==> src/rtl/core/tcspq_pkg.sv <==
// Package with the types and constants shared by the priority queue modules.
`default_nettype none
package tcspq_pkg;

  localparam int CAPACITY = 16;
  localparam int TAG_BITS = 16;
  localparam int OCC_W    = $clog2(CAPACITY + 1);

  localparam logic MODE_ADD  = 1'b0;
  localparam logic MODE_CALL = 1'b1;

  localparam logic [1:0] CLS_VIP    = 2'd0;
  localparam logic [1:0] CLS_MEMBER = 2'd1;
  localparam logic [1:0] CLS_GUEST  = 2'd2;

  typedef enum logic [1:0] {
    ST_ADDED  = 2'd0,
    ST_CALLED = 2'd1,
    ST_EMPTY  = 2'd2,
    ST_FULL   = 2'd3
  } status_t;

  typedef struct packed {
    logic [1:0]          cls;
    logic [TAG_BITS-1:0] tag;
  } entry_t;

  // What each cell shows its neighbors.
  typedef struct packed {
    logic   valid;
    logic   le;      // valid and class same or better than the incoming item
    entry_t entry;
  } link_t;

  // Operation broadcast to every cell in the cycle an item is taken.
  typedef struct packed {
    logic   add;
    logic   call;
    entry_t entry;
  } op_t;

endpackage
`default_nettype wire

==> src/rtl/core/tcspq_cell.sv <==
// One slot of the sorted queue chain: holds an entry and shifts with its neighbors.
`default_nettype none
module tcspq_cell (
  input  wire                    clk,
  input  wire                    rst,
  input  wire tcspq_pkg::op_t    op,
  input  wire tcspq_pkg::link_t  left,
  input  wire tcspq_pkg::link_t  right,
  output tcspq_pkg::link_t       self
);

  logic              valid;
  tcspq_pkg::entry_t entry;

  assign self.valid = valid;
  assign self.le    = valid && (entry.cls <= op.entry.cls);
  assign self.entry = entry;

  always_ff @(posedge clk) begin
    if (rst) begin
      valid <= 1'b0;
    end else if (op.call) begin
      valid <= right.valid;
    end else if (op.add && !self.le) begin
      valid <= left.le ? 1'b1 : left.valid;
    end
  end

  // An add keeps every entry of the same or a better class in place, drops the
  // new entry into the first cell behind them and shifts the rest back by one.
  always_ff @(posedge clk) begin
    if (op.call) begin
      entry <= right.entry;
    end else if (op.add && !self.le) begin
      entry <= left.le ? op.entry : left.entry;
    end
  end

endmodule
`default_nettype wire

==> src/rtl/core/three_class_stable_priority_queue_top.sv <==
// Top level of the three-class stable priority queue built from a chain of cells.
// The result of an accepted item appears in the output register in the next cycle.
// Throughput: one item per cycle while the result is not stalled; every cell decides shift, insert or hold in parallel.
// A stalled result blocks new items only while the output register is full.
// Reset (synchronous, active high) empties the queue and the output register.
`default_nettype none
module three_class_stable_priority_queue_top (
  input  wire        clk,
  input  wire        rst,
  input  wire        in_valid,
  output logic       in_stall,
  input  wire        mode,
  input  wire [1:0]  priority_class,
  input  wire [15:0] payload_tag,
  output logic       out_valid,
  input  wire        out_stall,
  output logic [1:0] status,
  output logic [1:0] out_class,
  output logic [15:0] out_tag,
  output logic [4:0] occupancy_now
);

  localparam int CAP = tcspq_pkg::CAPACITY;

  tcspq_pkg::link_t                 links [CAP];
  tcspq_pkg::link_t                 head_link;
  tcspq_pkg::link_t                 tail_link;
  tcspq_pkg::op_t                   op;
  tcspq_pkg::entry_t                new_entry;
  logic [tcspq_pkg::OCC_W-1:0]      occupancy;
  logic [tcspq_pkg::OCC_W-1:0]      occupancy_next;
  logic                             accept;
  logic                             is_full;
  logic                             is_empty;
  logic [CAP-1:0]                   valid_vec;
  tcspq_pkg::status_t               status_next;
  logic                             out_valid_next;

  assign in_stall = out_valid && out_stall;
  assign accept   = in_valid && !in_stall;

  assign head_link = links[0];
  assign tail_link = links[CAP-1];
  assign is_full   = tail_link.valid;
  assign is_empty  = !head_link.valid;

  // The unused class code is served as Guest.
  assign new_entry.cls = (priority_class > tcspq_pkg::CLS_GUEST) ? tcspq_pkg::CLS_GUEST
                                                                 : priority_class;
  assign new_entry.tag = tcspq_pkg::TAG_BITS'(payload_tag);

  assign op.add   = accept && (mode == tcspq_pkg::MODE_ADD) && !is_full;
  assign op.call  = accept && (mode == tcspq_pkg::MODE_CALL) && !is_empty;
  assign op.entry = new_entry;

  genvar gi;
  generate
    for (gi = 0; gi < CAP; gi++) begin : g_cell
      tcspq_pkg::link_t left_in;
      tcspq_pkg::link_t right_in;

      if (gi == 0) begin : g_first
        // The head has everything "ahead" of it, so a new entry lands here
        // unless the head itself ranks same or better.
        assign left_in = '{valid: 1'b1, le: 1'b1, entry: '0};
      end else begin : g_mid
        assign left_in = links[gi-1];
      end

      if (gi == CAP - 1) begin : g_last
        assign right_in = '{valid: 1'b0, le: 1'b0, entry: '0};
      end else begin : g_inner
        assign right_in = links[gi+1];
      end

      tcspq_cell u_cell (
        .clk   (clk),
        .rst   (rst),
        .op    (op),
        .left  (left_in),
        .right (right_in),
        .self  (links[gi])
      );

      assign valid_vec[gi] = links[gi].valid;
    end
  endgenerate

  always_comb begin
    occupancy_next = occupancy;
    if (op.add) begin
      occupancy_next = occupancy + 1'b1;
    end else if (op.call) begin
      occupancy_next = occupancy - 1'b1;
    end
  end

  always_comb begin
    if (mode == tcspq_pkg::MODE_ADD) begin
      status_next = is_full ? tcspq_pkg::ST_FULL : tcspq_pkg::ST_ADDED;
    end else begin
      status_next = is_empty ? tcspq_pkg::ST_EMPTY : tcspq_pkg::ST_CALLED;
    end
  end

  always_comb begin
    out_valid_next = out_valid;
    if (accept) begin
      out_valid_next = 1'b1;
    end else if (!out_stall) begin
      out_valid_next = 1'b0;
    end
  end

  always_ff @(posedge clk) begin
    if (rst) begin
      occupancy <= '0;
      out_valid <= 1'b0;
    end else begin
      occupancy <= occupancy_next;
      out_valid <= out_valid_next;
    end
  end

  always_ff @(posedge clk) begin
    if (accept) begin
      status        <= status_next;
      out_class     <= op.call ? head_link.entry.cls : 2'd0;
      out_tag       <= op.call ? 16'(head_link.entry.tag) : 16'd0;
      occupancy_now <= 5'(occupancy_next);
    end
  end

  // The occupancy counter must agree with the valid bits held in the chain.
  a_occ_count: assert property (@(posedge clk) disable iff (rst)
    $countones(valid_vec) == int'(occupancy))
    else $error("occupancy counter disagrees with cell valid bits");

  // Valid cells always form a prefix of the chain.
  a_prefix: assert property (@(posedge clk) disable iff (rst)
    ((valid_vec + CAP'(1)) & valid_vec) == '0)
    else $error("valid cells are not contiguous from the head");

  // An add never loses an item that was accepted while the queue had room.
  a_add_grows: assert property (@(posedge clk) disable iff (rst)
    op.add |=> (int'(occupancy) == int'($past(occupancy)) + 1))
    else $error("accepted add did not grow the queue");

  // A reported result of an add always shows a non-empty queue.
  a_added_nonempty: assert property (@(posedge clk) disable iff (rst)
    (out_valid && status == tcspq_pkg::ST_ADDED) |-> (occupancy_now != 5'd0))
    else $error("added result shows an empty queue");

endmodule
`default_nettype wire

==> config.mk <==
export PLATFORM = sky130hd
export DESIGN_NAME = three_class_stable_priority_queue_top
export DESIGN_NICKNAME = d
export VERILOG_FILES = /design/src/rtl/core/tcspq_pkg.sv /design/src/rtl/core/tcspq_cell.sv /design/src/rtl/core/three_class_stable_priority_queue_top.sv
export SDC_FILE = /design/constraint.sdc
export NUM_CORES = 1
export LEC_CHECK = 0
export ABC_AREA = 0
export BUFFER_PORTS_ARGS = -buffer_cell sky130_fd_sc_hd__buf_2
export CELL_PAD_IN_SITES_DETAIL_PLACEMENT = 0
export CELL_PAD_IN_SITES_GLOBAL_PLACEMENT = 1
export CORE_MARGIN = 2
export CORE_UTILIZATION = 45
export CTS_BUF_LIST = sky130_fd_sc_hd__clkbuf_4 sky130_fd_sc_hd__clkbuf_8
export DETAILED_ROUTE_END_ITERATION = 6
export GPL_TIMING_DRIVEN = 0
export HOLD_SLACK_MARGIN = 0.03
export PLACE_DENSITY_LB_ADDON = 0.1
export SETUP_SLACK_MARGIN = 0.15
export SLEW_MARGIN = 20
export SYNTH_ARGS = -nofsm -noshare
export SYNTH_HDL_FRONTEND = slang
export SYNTH_SLANG_ARGS = --single-unit
==> constraint.sdc <==
create_clock -name clk -period 3.7 [get_ports clk]
set_input_delay 0.37 -clock clk [delete_from_list [all_inputs] [get_ports clk]]
set_output_delay 0.37 -clock clk [all_outputs]
set_load 0.02 [all_outputs]
==> metrics.txt <==
grt met1 use between 40% and 50%; met2 Usage GRT between 40% and 50%; Post-synth EDFFs 295; VDD IR max ~0.24 mV; Routed wire per std cell ~25 um; Final Wtd Congestion ~0.85; IO Pins 50; die height ~200 um; reg2reg path depth 6; Final nets around 1,800; clock skew 0.0170 ns; Worst Hold Depth 3; Iter 0 DRT Violations 1,214; max_slew headroom 14.6%; Final Hold Fails 0; critical path depth 7; Worst setup EP type flop; initial antenna violation count 0; worst path buffer plus inverter count 4; syn_area_per_cell between 10 and 15 um^2; global-route wire length before repair about 87 mm; Post-Place Cells 2,190; CP Class primary input to flop; Global Route Usage Sum 28.3%; #FFs+latches synth roughly 340; Gate Count Post-Synth about 1,600; CP Max Fanout 18; Post-Syn Area between 15,000 and 20,000 um^2; sequential share of the synthesized area a little over half; utilization after layout between 50% and 60%; Max Cap Viol 0; Startpoint Class primary input; die extent in x about 200 um; largest net degree at the start of global routing 35; Multi-input gate area about 7400 um^2; n_diodes 0; outcome finished, final reports clean; vias in the first global route about 14,000; Post-synth ARST share 0%; DRC viols 0; syn_nets between 1,500 and 2,000; arrival time at the worst endpoint 3.70 ns; filler-free cell count of the finished design 2,296; Longest Clk Path Bufs 3; Slew Viols, Final 0; Final setup viols 0; top_reg_cell synth edfxtp_1; fmax ~290 MHz; Final min period around 3.4 ns; htree depth 2; # port buffers 48; Cell Chain, Critical Path dlygate4sd3_1 -> buf_2 -> a21bo_1 -> nor2_2 -> clkbuf_1 -> clkbuf_1 -> a21o_1; GR Overflow Total 0; Worst-path clk slew approximately 0.060 ns; Yosys Warn Count 0; drt pass-1 iters 5; Hold Crit Class primary input to flop; floorplan row count 73; WL final a little under 60 mm; area delta synth->final 11.4%; CP dominant cell by count clkbuf_1; gr busiest metal met1; PwrDens roughly 480 nW/um^2; Total Power around 9.6 mW; family with the most delay on the worst path buffers and inverters; CTS sink count approximately 340; max incr delay on CP ~0.66 ns; design area around 20,000 um^2; area of the core roughly 40,000 um^2; CTS tree built; effective utilization at floorplan between 40% and 50%; TritonCTS Buffers between 50 and 60; FF/Latch Area approximately 9700 um^2; unique cell type count in the Yosys netlist 57; RSZ-0062 raised after global routing no; vias post-DR approximately 14,000; area post-placement about 19,000 um^2; Post-DRT Antenna Nets 0; vias per cell around 6.2; Global Route met3 Usage 3.75%; leakage between 6 and 7 nW; worst endpoint required time around 4 ns; share of layout cells above drive strength 1 18.7%; die area slightly above 40,000 um^2; detailed-placement wirelength estimate approximately 44 mm; Tightest Pin Transition 1.28 ns; slowest stage cell, crit path a21o_1; clock root buffer master clkbuf_8; worst skew pair latency between 0.6 and 0.7 ns; setup repair bufs after CTS 0; final worst-path cycle share approximately 93%; Fillers 3,667
==> kinds of logic (layout without fill, tap and decap cells) <==
logic type	Yosys count	count (layout)	synth area share [%]
adder cells (fa/ha/maj)	17	17	1.18
buffers and inverters	179	334	5.39
multiplexers	2	2	0.125
AND/OR/NAND/NOR	471	471	11.5
AO/OA/AOI/OAI	609	609	27.9
XOR/XNOR	3	3	0.146
flip-flops	335	335	53.7
==> per-layer routing <==
layer  vias to the layer above  wire length (um)  part of all wire (%)
met4                         0              2440                   4.2
met1                      6900             27800                    47
met3                       127              4000                   6.8
met5                         -                 0                     0
met2                       622             24300                    41
li1                       6597                 -                     -
==> cell usage after synthesis, types with 14 or more instances <==
master | count | share of area [%]
a31oi_1 | 15 | 0.52
and3_1 | 18 | 0.63
buf_2 | 43 | 1.2
buf_6 | 16 | 1.0
clkbuf_1 | 82 | 1.7
dfxtp_1 | 40 | 4.5
edfxtp_1 | 295 | 49
ha_1 | 17 | 1.2
inv_1 | 17 | 0.35
nand2_1 | 344 | 7.2
nand4_1 | 19 | 0.66
nor2_1 | 26 | 0.54
o211ai_1 | 432 | 18
o211ai_2 | 61 | 4.2
o21ai_2 | 15 | 0.73
o22ai_1 | 15 | 0.52
or2_1 | 14 | 0.49
or3_1 | 14 | 0.49
==> registers in the layout, summed over array words and instances, names as in the netlist <==
| register | flops |
|---|---|
| g_cell.u_cell.self | 288 |
| out_tag | 16 |
| out_valid | 1 |
| status | 2 |
| g_cell.u_cell.valid | 16 |
| occupancy | 5 |
| out_class | 2 |
| occupancy_now | 5 |
==> placed cells by master, fill, tap and decap left out, types with 14 or more instances in the layout <==
cell type and n:
clkbuf_1 81, or3_1 14, inv_1 17, o21ai_2 16, nor2_1 26, o22ai_1 15, clkbuf_4 28, nand2_1 344
and3_1 18, a31oi_1 15, buf_2 91, o211ai_2 61, nand4_1 19, edfxtp_1 295, clkbuf_8 61, or2_1 14
ha_1 17, dfxtp_1 40, buf_6 17, o211ai_1 432
==> stage by stage <==
step                      worst slack (ns)  setup TNS [ns]  hold slack (ns)
after CTS                            0.320               0           0.0381
after global routing                 0.165               0           0.0656
after global placement              -0.360           -6.46            0.455
after floorplan                      0.569               0            0.443
final                                0.265               0           0.0828
after detailed placement             0.193               0            0.467
==> final timing paths <==
kind | startpoint | endpoint | slack, ns
min | payload_tag[3] | g_cell[15].u_cell.self[3] | 0.08
max reg2reg | g_cell[0].u_cell.valid | g_cell[9].u_cell.self[7] | 0.28
max | in_valid | g_cell[9].u_cell.self[7] | 0.27
min reg2reg | g_cell[15].u_cell.self[2] | g_cell[15].u_cell.self[2] | 0.48
==> worst reg2reg max path, stage by stage, from the launching register on <==
cell and delay [ns]:
dfxtp_1 0.30, buf_2 0.19, nand2_1 0.12, nor2_2 0.54, clkbuf_1 0.59, clkbuf_1 0.64
a21o_1 0.66
==> repair_timing <==
item | CTS | global route
setup endpoints to repair | 0 | 18
endpoints found under the hold margin | 3 | 0
resized for setup | 0 | 1
hold buffers | 3 | 0
==> final cells by class <==
cell class	count	share of cell area, %
multi-input cells	1102	36.7
repair buffers	52	1.41
clock inverters	14	0.300
plain buffers	161	4.50
flip-flops and latches	335	48.2
clock buffers	89	5.24
well taps	525	3.28
inverters	18	0.337
==> report_power, final <==
group | total [mW] | internal [mW] | switching, mW
clock network | 3.34 | 1.79 | 1.55
registers | 4.79 | 4.56 | 0.231
logic | 1.45 | 0.525 | 0.927
total | 9.58 | 6.87 | 2.71
Note: power is estimated with default switching activity, not from simulation.
